$ cat src/rtl/wcra_pkg.sv
`default_nettype none
package wcra_pkg;

	localparam int HIST_DEPTH = 32;
	localparam int HIST_AW    = $clog2(HIST_DEPTH);
	localparam int TIME_W     = 32;
	localparam int ALT_W      = 28;
	localparam int RATE_W     = 21;
	localparam int WIN_W      = 22;
	localparam int NUM_W      = 39;
	localparam int SLOT_W     = TIME_W + ALT_W;
	localparam int PADDR_W    = 4;

	localparam logic [RATE_W-2:0] RATE_LIMIT = 20'd1000000;

	// register indexes
	localparam logic [1:0] REG_WINDOW  = 2'd0;
	localparam logic [1:0] REG_MIN_INT = 2'd1;
	localparam logic [1:0] REG_MAX_GAP = 2'd2;
	localparam logic [1:0] REG_MAX_AGE = 2'd3;

	// sample actions
	localparam logic [1:0] ACT_IGNORED  = 2'd0;
	localparam logic [1:0] ACT_APPENDED = 2'd1;
	localparam logic [1:0] ACT_REPLACED = 2'd2;

	typedef enum logic [2:0] {
		ST_IDLE,
		ST_NEWEST,
		ST_SCAN,
		ST_MUL,
		ST_DIV,
		ST_DONE
	} state_t;

endpackage
`default_nettype wire

$ cat src/rtl/wcra_if.sv
`default_nettype none
interface wcra_in_if import wcra_pkg::*; ();
	logic              valid;
	logic              ready;
	logic              mode;
	logic              time_valid;
	logic [TIME_W-1:0] time_ms;
	logic signed [ALT_W-1:0] altitude_mm;

	modport source (output valid, mode, time_valid, time_ms, altitude_mm, input ready);
	modport sink (input valid, mode, time_valid, time_ms, altitude_mm, output ready);
endinterface

interface wcra_out_if import wcra_pkg::*; ();
	logic                     valid;
	logic                     ready;
	logic signed [RATE_W-1:0] climb_rate_mm_s;
	logic [TIME_W-1:0]        span_ms;
	logic [1:0]               slot_action;
	logic                     history_cleared;
	logic                     expired;

	modport source (output valid, climb_rate_mm_s, span_ms, slot_action, history_cleared,
		expired, input ready);
	modport sink (input valid, climb_rate_mm_s, span_ms, slot_action, history_cleared,
		expired, output ready);
endinterface
`default_nettype wire

$ cat src/rtl/windowed_climb_rate_averager.sv
// Windowed climb-rate averager.
// sample channel: one item per altitude sample (mode 0) or expiry query (mode 1),
// valid/ready handshake, accepted when both are high.
// result channel: exactly one item per accepted sample item, in order.
// APB port: window, min interval, max gap and max age at byte addresses 0, 4, 8, 12;
// write only while the block is idle; pready is always high.
// A query or an invalid-time sample goes from acceptance straight to the result. A valid
// sample reads the newest slot, scans all 32 ring slots through the one-read-port slot
// memory, forms the scaled altitude difference and then, unless the oldest in-window slot
// is the newest one or the span is zero, runs a bit-serial divider before its result.
// One item is in work at a time; sample.ready is high only while idle, from the cycle
// after the result is registered.
// A finished result sits in the output register while the next item is accepted;
// if the receiver stalls the block waits with its next result until the register frees.
// Reset: history empty, no last update, registers at their defaults; the slot
// memory needs no clearing since per-slot valid bits are cleared at once.
`default_nettype none
module windowed_climb_rate_averager import wcra_pkg::*; (
	input  wire logic               clk,
	input  wire logic               arst_n,
	wcra_in_if.sink                 sample,
	wcra_out_if.source              result,
	input  wire logic               psel,
	input  wire logic               penable,
	input  wire logic               pwrite,
	input  wire logic [PADDR_W-1:0] paddr,
	input  wire logic [31:0]        pwdata,
	output logic      [31:0]        prdata,
	output logic                    pready
);
	state_t state_q, state_d;

	logic [WIN_W-1:0]  window_q;
	logic [TIME_W-1:0] min_int_q, max_gap_q, max_age_q;

	logic              mode_q, tv_q;
	logic [TIME_W-1:0] t_q;
	logic [ALT_W-1:0]  alt_q;

	logic [HIST_DEPTH-1:0] slot_valid_q;
	logic [HIST_AW-1:0]    newest_q;
	logic                  empty_q;
	logic [TIME_W-1:0]     lu_q;
	logic                  luv_q;

	logic [TIME_W-1:0] best_time_q;
	logic [ALT_W-1:0]  best_alt_q;
	logic [HIST_AW-1:0] best_idx_q;
	logic [HIST_AW:0]  scan_q;
	logic              pend_s1;
	logic [HIST_AW-1:0] idx_s1;

	logic              neg_q;
	logic [TIME_W-1:0] span_q;

	logic signed [RATE_W-1:0] res_rate_q;
	logic [1:0]        res_act_q;
	logic              res_clr_q, res_exp_q;

	logic              out_valid_q;
	logic signed [RATE_W-1:0] out_rate_q;
	logic [TIME_W-1:0] out_span_q;
	logic [1:0]        out_act_q;
	logic              out_clr_q, out_exp_q;

	logic              accept, cfg_wr;
	logic              ram_we;
	logic [HIST_AW-1:0] ram_waddr, ram_raddr;
	logic [SLOT_W-1:0] ram_rdata;
	logic [TIME_W-1:0] r_time;
	logic [ALT_W-1:0]  r_alt;

	logic              newest_live, do_replace, do_append, do_write;
	logic [HIST_AW-1:0] next_slot, new_newest;
	logic              in_window, older;
	logic [TIME_W-1:0] span_now;
	logic signed [ALT_W:0] diff;
	logic [ALT_W:0]    mag;
	logic [NUM_W-1:0]  prod;
	logic              div_start, div_done;
	logic [NUM_W-1:0]  quo;
	logic [RATE_W-2:0] sat;
	logic              out_free;

	assign accept   = sample.valid && sample.ready;
	assign cfg_wr   = psel && penable && pwrite && pready;
	assign out_free = !out_valid_q || result.ready;
	assign sample.ready = (state_q == ST_IDLE);

	// configuration registers
	assign pready = 1'b1;
	always_ff @(posedge clk or negedge arst_n) begin
		if (!arst_n) begin
			window_q  <= WIN_W'(30000);
			min_int_q <= '0;
			max_gap_q <= '1;
			max_age_q <= TIME_W'(10000);
		end else if (cfg_wr) begin
			case (paddr[3:2])
				REG_WINDOW:  window_q  <= pwdata[WIN_W-1:0];
				REG_MIN_INT: min_int_q <= pwdata;
				REG_MAX_GAP: max_gap_q <= pwdata;
				REG_MAX_AGE: max_age_q <= pwdata;
				default: ;
			endcase
		end
	end

	always_comb begin
		case (paddr[3:2])
			REG_WINDOW:  prdata = {{(32-WIN_W){1'b0}}, window_q};
			REG_MIN_INT: prdata = min_int_q;
			REG_MAX_GAP: prdata = max_gap_q;
			REG_MAX_AGE: prdata = max_age_q;
			default:     prdata = '0;
		endcase
	end

	// slot memory: time and altitude per ring entry
	assign r_time    = ram_rdata[SLOT_W-1:ALT_W];
	assign r_alt     = ram_rdata[ALT_W-1:0];
	assign ram_raddr = (state_q == ST_SCAN) ? scan_q[HIST_AW-1:0] : newest_q;

	wcra_ram #(.WIDTH(SLOT_W), .DEPTH(HIST_DEPTH)) u_slots (
		.clk   (clk),
		.we    (ram_we),
		.waddr (ram_waddr),
		.wdata ({t_q, alt_q}),
		.raddr (ram_raddr),
		.rdata (ram_rdata)
	);

	// append / replace decision against the newest slot
	assign newest_live = !empty_q && slot_valid_q[newest_q];
	assign do_replace  = newest_live && (t_q == r_time);
	assign do_append   = !newest_live ||
		(!do_replace && ({1'b0, t_q} >= {1'b0, r_time} + {1'b0, min_int_q}));
	assign do_write    = do_append || do_replace;
	assign next_slot   = (newest_q == HIST_AW'(HIST_DEPTH - 1)) ? '0 : newest_q + 1'b1;
	assign new_newest  = do_append ? (empty_q ? '0 : next_slot) : newest_q;
	assign ram_we      = (state_q == ST_NEWEST) && do_write;
	assign ram_waddr   = new_newest;

	// window scan compare on the slot read last cycle
	assign in_window = ({1'b0, r_time} + {{(TIME_W-WIN_W+1){1'b0}}, window_q}) >= {1'b0, t_q};
	assign older     = r_time < best_time_q;

	// rate numerator and divider
	assign span_now  = t_q - best_time_q;
	assign diff      = $signed({alt_q[ALT_W-1], alt_q}) - $signed({best_alt_q[ALT_W-1], best_alt_q});
	assign mag       = diff[ALT_W] ? (ALT_W+1)'(-diff) : diff;
	assign prod      = NUM_W'(mag) * NUM_W'(1000);
	assign div_start = (state_q == ST_MUL) && (best_idx_q != newest_q) && (span_now != '0);

	wcra_div u_div (
		.clk      (clk),
		.arst_n   (arst_n),
		.start    (div_start),
		.dividend (prod),
		.divisor  (span_now),
		.done     (div_done),
		.quotient (quo)
	);

	assign sat = (quo > NUM_W'(RATE_LIMIT)) ? RATE_LIMIT : quo[RATE_W-2:0];

	// sequencer
	always_ff @(posedge clk or negedge arst_n) begin
		if (!arst_n) state_q <= ST_IDLE;
		else         state_q <= state_d;
	end

	always_comb begin
		state_d = state_q;
		case (state_q)
			ST_IDLE: begin
				if (accept) state_d = (sample.mode || !sample.time_valid) ? ST_DONE : ST_NEWEST;
			end
			ST_NEWEST: state_d = ST_SCAN;
			ST_SCAN: begin
				if (scan_q == (HIST_AW+1)'(HIST_DEPTH) && !pend_s1) state_d = ST_MUL;
			end
			ST_MUL:  state_d = div_start ? ST_DIV : ST_DONE;
			ST_DIV:  if (div_done) state_d = ST_DONE;
			ST_DONE: if (out_free) state_d = ST_IDLE;
			default: state_d = ST_IDLE;
		endcase
	end

	// history control state
	always_ff @(posedge clk or negedge arst_n) begin
		if (!arst_n) begin
			slot_valid_q <= '0;
			newest_q     <= '0;
			empty_q      <= 1'b1;
			lu_q         <= '0;
			luv_q        <= 1'b0;
			scan_q       <= '0;
			pend_s1      <= 1'b0;
		end else begin
			if (accept && !sample.mode) begin
				if (!sample.time_valid || (luv_q && (sample.time_ms < lu_q ||
					{1'b0, sample.time_ms} > {1'b0, lu_q} + {1'b0, max_gap_q}))) begin
					slot_valid_q <= '0;
					newest_q     <= '0;
					empty_q      <= 1'b1;
				end
				luv_q <= sample.time_valid;
				if (sample.time_valid) begin
					lu_q <= sample.time_ms;
				end
			end
			if (state_q == ST_NEWEST) begin
				newest_q <= new_newest;
				if (do_write) begin
					empty_q <= 1'b0;
					slot_valid_q[new_newest] <= 1'b1;
				end
				scan_q  <= '0;
				pend_s1 <= 1'b0;
			end
			if (state_q == ST_SCAN) begin
				pend_s1 <= (scan_q != (HIST_AW+1)'(HIST_DEPTH));
				if (scan_q != (HIST_AW+1)'(HIST_DEPTH)) scan_q <= scan_q + 1'b1;
			end
		end
	end

	// item payload and working registers
	always_ff @(posedge clk) begin
		if (accept) begin
			mode_q     <= sample.mode;
			tv_q       <= sample.time_valid;
			t_q        <= sample.time_ms;
			alt_q      <= sample.altitude_mm;
			res_rate_q <= '0;
			res_act_q  <= ACT_IGNORED;
			res_clr_q  <= !sample.mode && (!sample.time_valid || (luv_q &&
				(sample.time_ms < lu_q ||
				{1'b0, sample.time_ms} > {1'b0, lu_q} + {1'b0, max_gap_q})));
			res_exp_q  <= sample.mode && (!luv_q || sample.time_ms < lu_q ||
				{1'b0, sample.time_ms} > {1'b0, lu_q} + {1'b0, max_age_q});
			span_q     <= '0;
		end
		if (state_q == ST_NEWEST) begin
			best_time_q <= do_write ? t_q : r_time;
			best_alt_q  <= do_write ? alt_q : r_alt;
			best_idx_q  <= new_newest;
			res_act_q   <= do_append ? ACT_APPENDED : (do_replace ? ACT_REPLACED : ACT_IGNORED);
		end
		if (state_q == ST_SCAN) begin
			idx_s1 <= scan_q[HIST_AW-1:0];
			if (pend_s1 && slot_valid_q[idx_s1] && in_window && older) begin
				best_time_q <= r_time;
				best_alt_q  <= r_alt;
				best_idx_q  <= idx_s1;
			end
		end
		if (state_q == ST_MUL) begin
			span_q <= span_now;
			neg_q  <= diff[ALT_W];
		end
		if (div_done) begin
			res_rate_q <= neg_q ? -$signed({1'b0, sat}) : $signed({1'b0, sat});
		end
	end

	// output register
	always_ff @(posedge clk or negedge arst_n) begin
		if (!arst_n) begin
			out_valid_q <= 1'b0;
		end else if (state_q == ST_DONE && out_free) begin
			out_valid_q <= 1'b1;
		end else if (result.ready) begin
			out_valid_q <= 1'b0;
		end
	end

	always_ff @(posedge clk) begin
		if (state_q == ST_DONE && out_free) begin
			out_rate_q <= (mode_q || !tv_q) ? '0 : res_rate_q;
			out_span_q <= span_q;
			out_act_q  <= res_act_q;
			out_clr_q  <= res_clr_q;
			out_exp_q  <= res_exp_q;
		end
	end

	assign result.valid           = out_valid_q;
	assign result.climb_rate_mm_s = out_rate_q;
	assign result.span_ms         = out_span_q;
	assign result.slot_action     = out_act_q;
	assign result.history_cleared = out_clr_q;
	assign result.expired         = out_exp_q;
endmodule
`default_nettype wire

$ cat src/rtl/wcra_ram.sv
`default_nettype none
module wcra_ram #(
	parameter int WIDTH = 8,
	parameter int DEPTH = 32
) (
	input  wire logic                     clk,
	input  wire logic                     we,
	input  wire logic [$clog2(DEPTH)-1:0] waddr,
	input  wire logic [WIDTH-1:0]         wdata,
	input  wire logic [$clog2(DEPTH)-1:0] raddr,
	output logic      [WIDTH-1:0]         rdata
);
	logic [WIDTH-1:0] mem_q [DEPTH];

	always_ff @(posedge clk) begin
		if (we) begin
			mem_q[waddr] <= wdata;
		end
		rdata <= mem_q[raddr];
	end
endmodule
`default_nettype wire

$ cat src/rtl/wcra_div.sv
`default_nettype none
module wcra_div import wcra_pkg::*; (
	input  wire logic              clk,
	input  wire logic              arst_n,
	input  wire logic              start,
	input  wire logic [NUM_W-1:0]  dividend,
	input  wire logic [TIME_W-1:0] divisor,
	output logic                   done,
	output logic [NUM_W-1:0]       quotient
);
	localparam int CNT_W = $clog2(NUM_W + 1);

	logic [TIME_W-1:0] div_q;
	logic [TIME_W-1:0] rem_q;
	logic [NUM_W-1:0]  quo_q;
	logic [CNT_W-1:0]  cnt_q;
	logic              busy_q;
	logic              done_q;
	logic [TIME_W:0]   shifted;
	logic              fits;

	// one quotient bit per cycle, restoring
	assign shifted = {rem_q, quo_q[NUM_W-1]};
	assign fits    = shifted >= {1'b0, div_q};

	always_ff @(posedge clk or negedge arst_n) begin
		if (!arst_n) begin
			busy_q <= 1'b0;
			done_q <= 1'b0;
			cnt_q  <= '0;
		end else begin
			done_q <= 1'b0;
			if (start) begin
				busy_q <= 1'b1;
				cnt_q  <= '0;
			end else if (busy_q) begin
				cnt_q <= cnt_q + 1'b1;
				if (cnt_q == CNT_W'(NUM_W - 1)) begin
					busy_q <= 1'b0;
					done_q <= 1'b1;
				end
			end
		end
	end

	always_ff @(posedge clk) begin
		if (start) begin
			div_q <= divisor;
			rem_q <= '0;
			quo_q <= dividend;
		end else if (busy_q) begin
			rem_q <= fits ? TIME_W'(shifted - {1'b0, div_q}) : shifted[TIME_W-1:0];
			quo_q <= {quo_q[NUM_W-2:0], fits};
		end
	end

	assign done     = done_q;
	assign quotient = quo_q;
endmodule
`default_nettype wire

$ cat src/flat_wrapper.sv
// flat-port wrapper written by rule: the top's interface ports become plain ports
module windowed_climb_rate_averager_flat import wcra_pkg::*;
  (clk, arst_n, psel, penable, pwrite, paddr, pwdata, prdata, pready, sample_valid, sample_mode, sample_time_valid, sample_time_ms, sample_altitude_mm, sample_ready, result_valid, result_climb_rate_mm_s, result_span_ms, result_slot_action, result_history_cleared, result_expired, result_ready);
  wcra_in_if sample_i ();
  wcra_out_if result_i ();
  input  wire logic clk;
  input  wire logic arst_n;
  input  wire logic psel;
  input  wire logic penable;
  input  wire logic pwrite;
  input  wire logic [PADDR_W-1:0] paddr;
  input  wire logic [31:0] pwdata;
  output logic      [31:0] prdata;
  output logic pready;
  input wire logic [$bits(sample_i.valid)-1:0] sample_valid;
  input wire logic [$bits(sample_i.mode)-1:0] sample_mode;
  input wire logic [$bits(sample_i.time_valid)-1:0] sample_time_valid;
  input wire logic [$bits(sample_i.time_ms)-1:0] sample_time_ms;
  input wire logic [$bits(sample_i.altitude_mm)-1:0] sample_altitude_mm;
  output wire logic [$bits(sample_i.ready)-1:0] sample_ready;
  output wire logic [$bits(result_i.valid)-1:0] result_valid;
  output wire logic [$bits(result_i.climb_rate_mm_s)-1:0] result_climb_rate_mm_s;
  output wire logic [$bits(result_i.span_ms)-1:0] result_span_ms;
  output wire logic [$bits(result_i.slot_action)-1:0] result_slot_action;
  output wire logic [$bits(result_i.history_cleared)-1:0] result_history_cleared;
  output wire logic [$bits(result_i.expired)-1:0] result_expired;
  input wire logic [$bits(result_i.ready)-1:0] result_ready;
  assign sample_i.valid = sample_valid;
  assign sample_i.mode = sample_mode;
  assign sample_i.time_valid = sample_time_valid;
  assign sample_i.time_ms = sample_time_ms;
  assign sample_i.altitude_mm = sample_altitude_mm;
  assign sample_ready = sample_i.ready;
  assign result_valid = result_i.valid;
  assign result_climb_rate_mm_s = result_i.climb_rate_mm_s;
  assign result_span_ms = result_i.span_ms;
  assign result_slot_action = result_i.slot_action;
  assign result_history_cleared = result_i.history_cleared;
  assign result_expired = result_i.expired;
  assign result_i.ready = result_ready;
  windowed_climb_rate_averager u_core (.clk(clk), .arst_n(arst_n), .sample(sample_i), .result(result_i), .psel(psel), .penable(penable), .pwrite(pwrite), .paddr(paddr), .pwdata(pwdata), .prdata(prdata), .pready(pready));
endmodule
$ cat config.mk
export PLATFORM = sky130hd
export DESIGN_NAME = windowed_climb_rate_averager_flat
export DESIGN_NICKNAME = d
export VERILOG_FILES = /design/src/rtl/wcra_pkg.sv /design/src/rtl/wcra_if.sv /design/src/rtl/windowed_climb_rate_averager.sv /design/src/rtl/wcra_ram.sv /design/src/rtl/wcra_div.sv /design/src/flat_wrapper.sv
export SDC_FILE = /design/constraint.sdc
export NUM_CORES = 2
export LEC_CHECK = 0
export BUFFER_PORTS_ARGS = -buffer_cell sky130_fd_sc_hd__buf_2
export CAP_MARGIN = 20
export CELL_PAD_IN_SITES_DETAIL_PLACEMENT = 2
export CELL_PAD_IN_SITES_GLOBAL_PLACEMENT = 2
export CORE_MARGIN = 4
export CORE_UTILIZATION = 50
export CTS_CLUSTER_DIAMETER = 30
export DETAILED_ROUTE_END_ITERATION = 7
export GPL_ROUTABILITY_DRIVEN = 0
export GPL_TIMING_DRIVEN = 0
export PLACE_DENSITY_LB_ADDON = 0.1
export SKIP_CTS_REPAIR_TIMING = 1
export SLEW_MARGIN = 10
export SYNTH_ARGS = -nofsm -noshare
export SYNTH_HDL_FRONTEND = slang
export SYNTH_SLANG_ARGS = --single-unit
$ cat constraint.sdc
create_clock -name clk -period 21.7 [get_ports clk]
set_input_delay 1.085 -clock clk [delete_from_list [all_inputs] [get_ports clk]]
set_output_delay 1.085 -clock clk [all_outputs]
set_load 0.01 [all_outputs]
==> results of run 1 <==
-- cells in the mapped netlist (all sizes together), types with 48 or more instances --
library cell / n
inv: 392
a21oi: 272
nand4: 73
edfxtp: 2170
xnor2: 183
nand2b: 57
fa: 109
nand2: 776
nand3: 369
xor2: 104
mux2i: 67
a21o: 165
nor2: 276
ha: 484
o21ai: 236
a211oi: 48
dfrtp: 163
a22oi: 61
nor3: 101
mux4: 521
buf: 92
mux2: 169
o2bb2ai: 85
clkbuf: 256
and2: 75
dfxtp: 160
-- cell families after synthesis --
group,count (synthesis)
flip-flops,2538
other,1
adder cells (fa/ha/maj),595
buffers and inverters,743
multiplexers,757
XOR/XNOR,287
AND/OR/NAND/NOR,1945
AO/OA/AOI/OAI,1212
-- routing by layer --
layer  GRT overflow  track usage
met2            664       0.9109
met5              1       0.2268
met1             13       0.7369
met4            531       0.7315
met3             15       0.5094
-- metrics by stage --
step	util	hold WS (ns)
after CTS	0.6214	0.05605
after detailed placement	0.5413	0.4093
after floorplan	-	0.4003
after global placement	0.5246	0.4077
==> metrics.yaml, run 1 <==
status:
  outcome: "stopped before the end"
  stop_stage: "5_1_grt"
  firstError: "[ERROR GRT-0232] Routing congestion too high. Check the congestion heatmap in the GUI."
logic_synthesis:
  synth_top_family_by_area: "multiplexers"
  synth-compound-area-share: 0.06883
  synth-seq-cells: 2538
  syn_avg_cell_area_um2: 14.71
  syn_area_um2: 118800
  synth_top_cell_by_area: "edfxtp_1"
  synthesis.nets: 8776
  synthAdderAreaFrac: 0.06949
  yosys-top-cells-area: "edfxtp_1, mux4_2, ha_1"
  synth-simple-area-share: 0.07662
  ys_seq_area_frac: 0.6196
  synth-main-ff-cell: "edfxtp_1"
  synth-xor-area-share: 0.02131
  yosys_warnings: 0
  synth_enable_flop_cells: 2170
  syn_inst: 8078
  synthArstFlopShare: 0.08195
  synth_mux_area_frac: 0.1204
  synth_top_area_share: 0.5483
  ys_types: 100
die:
  initial_core_util: 0.5039
  pin_count: 197
  fp.dieW_um: 495.5
  die_h_um: 495.5
  rows: 178
placement:
  dp_hpwl_um: 348900
  place_inst: 11600
  place_ws_ns: 9.090
  io_buffers: 191
  post_dp_cell_area_um2: 127700
global_routing:
  grt_max_degree: 86
  grt-ovfl-total: 1224
  grt_usage: 0.7214
clock_network:
  max-clock-path-buffers: 4
  root_buffer: "clkbuf_16"
  htree_levels: 6
  clock-sinks: 2538
  cts_inserted_buffers: 562
==> run 2, diff against run 1 <==
--- a/config.mk
+++ b/config.mk
@@ -7,15 +7,12 @@
 export LEC_CHECK = 0
 export BUFFER_PORTS_ARGS = -buffer_cell sky130_fd_sc_hd__buf_2
 export CAP_MARGIN = 20
-export CELL_PAD_IN_SITES_DETAIL_PLACEMENT = 2
-export CELL_PAD_IN_SITES_GLOBAL_PLACEMENT = 2
 export CORE_MARGIN = 4
-export CORE_UTILIZATION = 50
-export CTS_CLUSTER_DIAMETER = 30
+export CORE_UTILIZATION = 40
 export DETAILED_ROUTE_END_ITERATION = 7
 export GPL_ROUTABILITY_DRIVEN = 0
 export GPL_TIMING_DRIVEN = 0
-export PLACE_DENSITY_LB_ADDON = 0.1
+export PLACE_DENSITY_LB_ADDON = 0.15
 export SKIP_CTS_REPAIR_TIMING = 1
 export SLEW_MARGIN = 10
 export SYNTH_ARGS = -nofsm -noshare
==> run 2 against run 1 <==
Effect of this change:
- the run now ends clean
- synthesized area unchanged
- synthesized cell count unchanged
==> metrics.yaml, run 2 <==
status:
  outcome: "completed"
detailed_routing:
  first_pass_iters: 5
  drc: 0
  detail_route.wirelength_um: 348600
  vias: 73235
  drt-wirelength-per-cell_um: 27.04
  antenna_left: 0
  drt-vias-per-instance: 5.680
  first_iter_violations: 7337
die:
  initial_core_util: 0.4031  # -0.1008
  core_area_um2: 294800
  fp.dieW_um: 553.1  # +12%
  rows: 199  # +12%
  die_h_um: 553.1  # +12%
  die-area_um2: 305900
  pin_count: 197  # unchanged
global_routing:
  grt_usage: 0.2241
  grt_pass1_wl_um: 508300
  antenna_found_initial: 17
  grt_pass1_vias: 73926
  grt_max_degree: 104
  grt-ovfl-total: 0
placement:
  dp_hpwl_um: 251700  # -28%
  post_dp_cell_area_um2: 129100  # +1.1%
  place_ws_ns: 9.482  # +0.3926 ns
  io_buffers: 191  # unchanged
setup_path:
  worst_setup_path_end_kind: "flop"
  slowest_stage: "a211oi_1"
  cp-endpoint: "u_core.u_div.quotient[37]"
  reg2reg_to: "u_core.u_div.quotient[37]"
  worstRegToRegCells: 34
  crit_type: "reg -> reg"
  cpPeakStageDelay_ns: 0.81
  r2r_start: "u_core.alt_q[0]"
  critical_path_required_ns: 22.30
  crit_path_start: "u_core.alt_q[0]"
  critPathLaunchType: "flop"
  critical_path_arrival_ns: 12.64
  crit_path_frequent_cell: "fa_1"
  reg2reg_slack_ns: 9.65
  cp_max_fo: 22
clock_network:
  root_buffer: "clkbuf_16"
  max-clock-path-buffers: 4  # unchanged
  cts_tree: "built"
  cts_inserted_buffers: 284  # -49%
  clock-sinks: 2538  # unchanged
  clock_latency_ns: 0.90
  htree_levels: 5  # -1
  clkTransAtPathRegs_ns: 0.06
final_layout:
  finalInstanceArea_um2: 138400
  area_growth_pct: 16.50
  final_util: 0.4696
  drive_gt1_frac: 0.1830
  layout.cells.most_common: "edfxtp_1"
  final_cell_mix: "edfxtp_1, nand2_1, mux4_2, ha_1, inv_1"
  largest_register_ff_count: 1920
  fillers: 25608
  fin_nets: 9454
  top_register: "u_core.u_slots.mem_q"
sta:
  layout_setup_ws_ns: 9.655
  maxSlewViolCount: 0
  tns_ns: 0
  rsz0062_at_grt: "false"
  fmax_mhz: 83.02
  relSlewSlack: 0.2124
  setup_viol: 0
  period_needed_ns: 12.05
  finalHoldViolations: 0
  post-route-period-util: 0.5551
  fin_skew_ns: 0.05156
  worst_slew_pin_slew_ns: 1.178
logic_synthesis:
  syn_inst: 8078  # unchanged
  synthMostInstantiatedCell: "edfxtp_1"
  synth_top_cell_by_area: "edfxtp_1"
  ys_types: 100  # unchanged
  ys_seq_area_frac: 0.6196  # unchanged
  synthesis.nets: 8776  # unchanged
  synthArstFlopShare: 0.08195  # unchanged
  yosys-top-cells-area: "edfxtp_1, mux4_2, ha_1"
  synth-seq-cells: 2538  # unchanged
  yosys_warnings: 0  # unchanged
  synth_top_area_share: 0.5483  # unchanged
  synthTopCellsByCount: "edfxtp_1, nand2_1, mux4_2"
  syn_avg_cell_area_um2: 14.71  # unchanged
  syn_area_um2: 118800  # unchanged
  synth_enable_flop_cells: 2170  # unchanged
  synth-main-ff-cell: "edfxtp_1"
run:
  maxCapViolCount: 0
hold_path:
  hold_class: "in -> async"
==> run 2: worst min path at each step <==
stage,to,cells past startpoint
5_1_grt,u_core.min_int_q[26],1
3_5_place_dp,u_core.result.slot_action[1],0
3_3_place_gp,u_core.result.expired,0
4_1_cts,u_core.max_age_q[28],1
6_report,u_core.max_age_q[28],1
2_1_floorplan,u_core.result.expired,0
==> run 2: metal layers <==
metal | share of wire | routed length (um) | track usage | up-vias
met1 | 0.44 | 152100 | 0.3168 | 37862
met4 | 0.032 | 11040 | 0.06679 | 4
met2 | 0.47 | 163500 | 0.3606 | 2412
li1 | - | - | - | 32500
met5 | 0.000060 | 21 | 0 | -
met3 | 0.063 | 21940 | 0.03238 | 457
==> run 2: worst max-delay path, delay by kind of cell (launching register included) <==
| kind | cells | cell delay [ns] |
|---|---|---|
| xor gates and xnor gates | 2 | 0.90 |
| and+or+nand+nor | 3 | 0.51 |
| adders and majority gates | 7 | 2.95 |
| AOI/OAI and AO/OA | 14 | 4.73 |
| buffers and inverters | 7 | 1.80 |
| muxes | 1 | 0.11 |
| DFF | 1 | 0.69 |
==> run 2: cell type report <==
type,count,area [um2],area share
diodes,5,12.51,0.00009038
clock buffers,361,7702,0.05564
plain buffers,348,1358,0.009806
flip-flops and latches,2538,73630,0.5318
multi-input cells,4797,42650,0.3081
repair buffers,392,5219,0.03770
clock inverters,138,1480,0.01069
well taps,3919,4903,0.03542
inverters,395,1485,0.01073
==> run 2: kinds of logic (layout without fill, tap and decap cells) <==
family,after synthesis,after routing,share of synthesized area
AO/OA/AOI/OAI,1212,1212,0.06883
XOR/XNOR,287,287,0.02131
adder cells (fa/ha/maj),595,595,0.06949
buffers and inverters,743,1634,0.02373
flip-flops,2538,2538,0.6196
multiplexers,757,757,0.1204
other,1,6,0.00003156
AND/OR/NAND/NOR,1945,1945,0.07662
==> run 2: through the flow <==
step / hold WS, ns / std cells
5_1_grt: 0.1311 / 12889
6_report: 0.1385 / 12893
3_5_place_dp: 0.4045 / 12380
2_1_floorplan: 0.4003 / 8078
4_1_cts: 0.07318 / 12879
3_3_place_gp: 0.4050 / 12188
Power of run 2 is not shown: default switching activity piles up to over one toggle a cycle in this logic, so the estimate is an artifact.
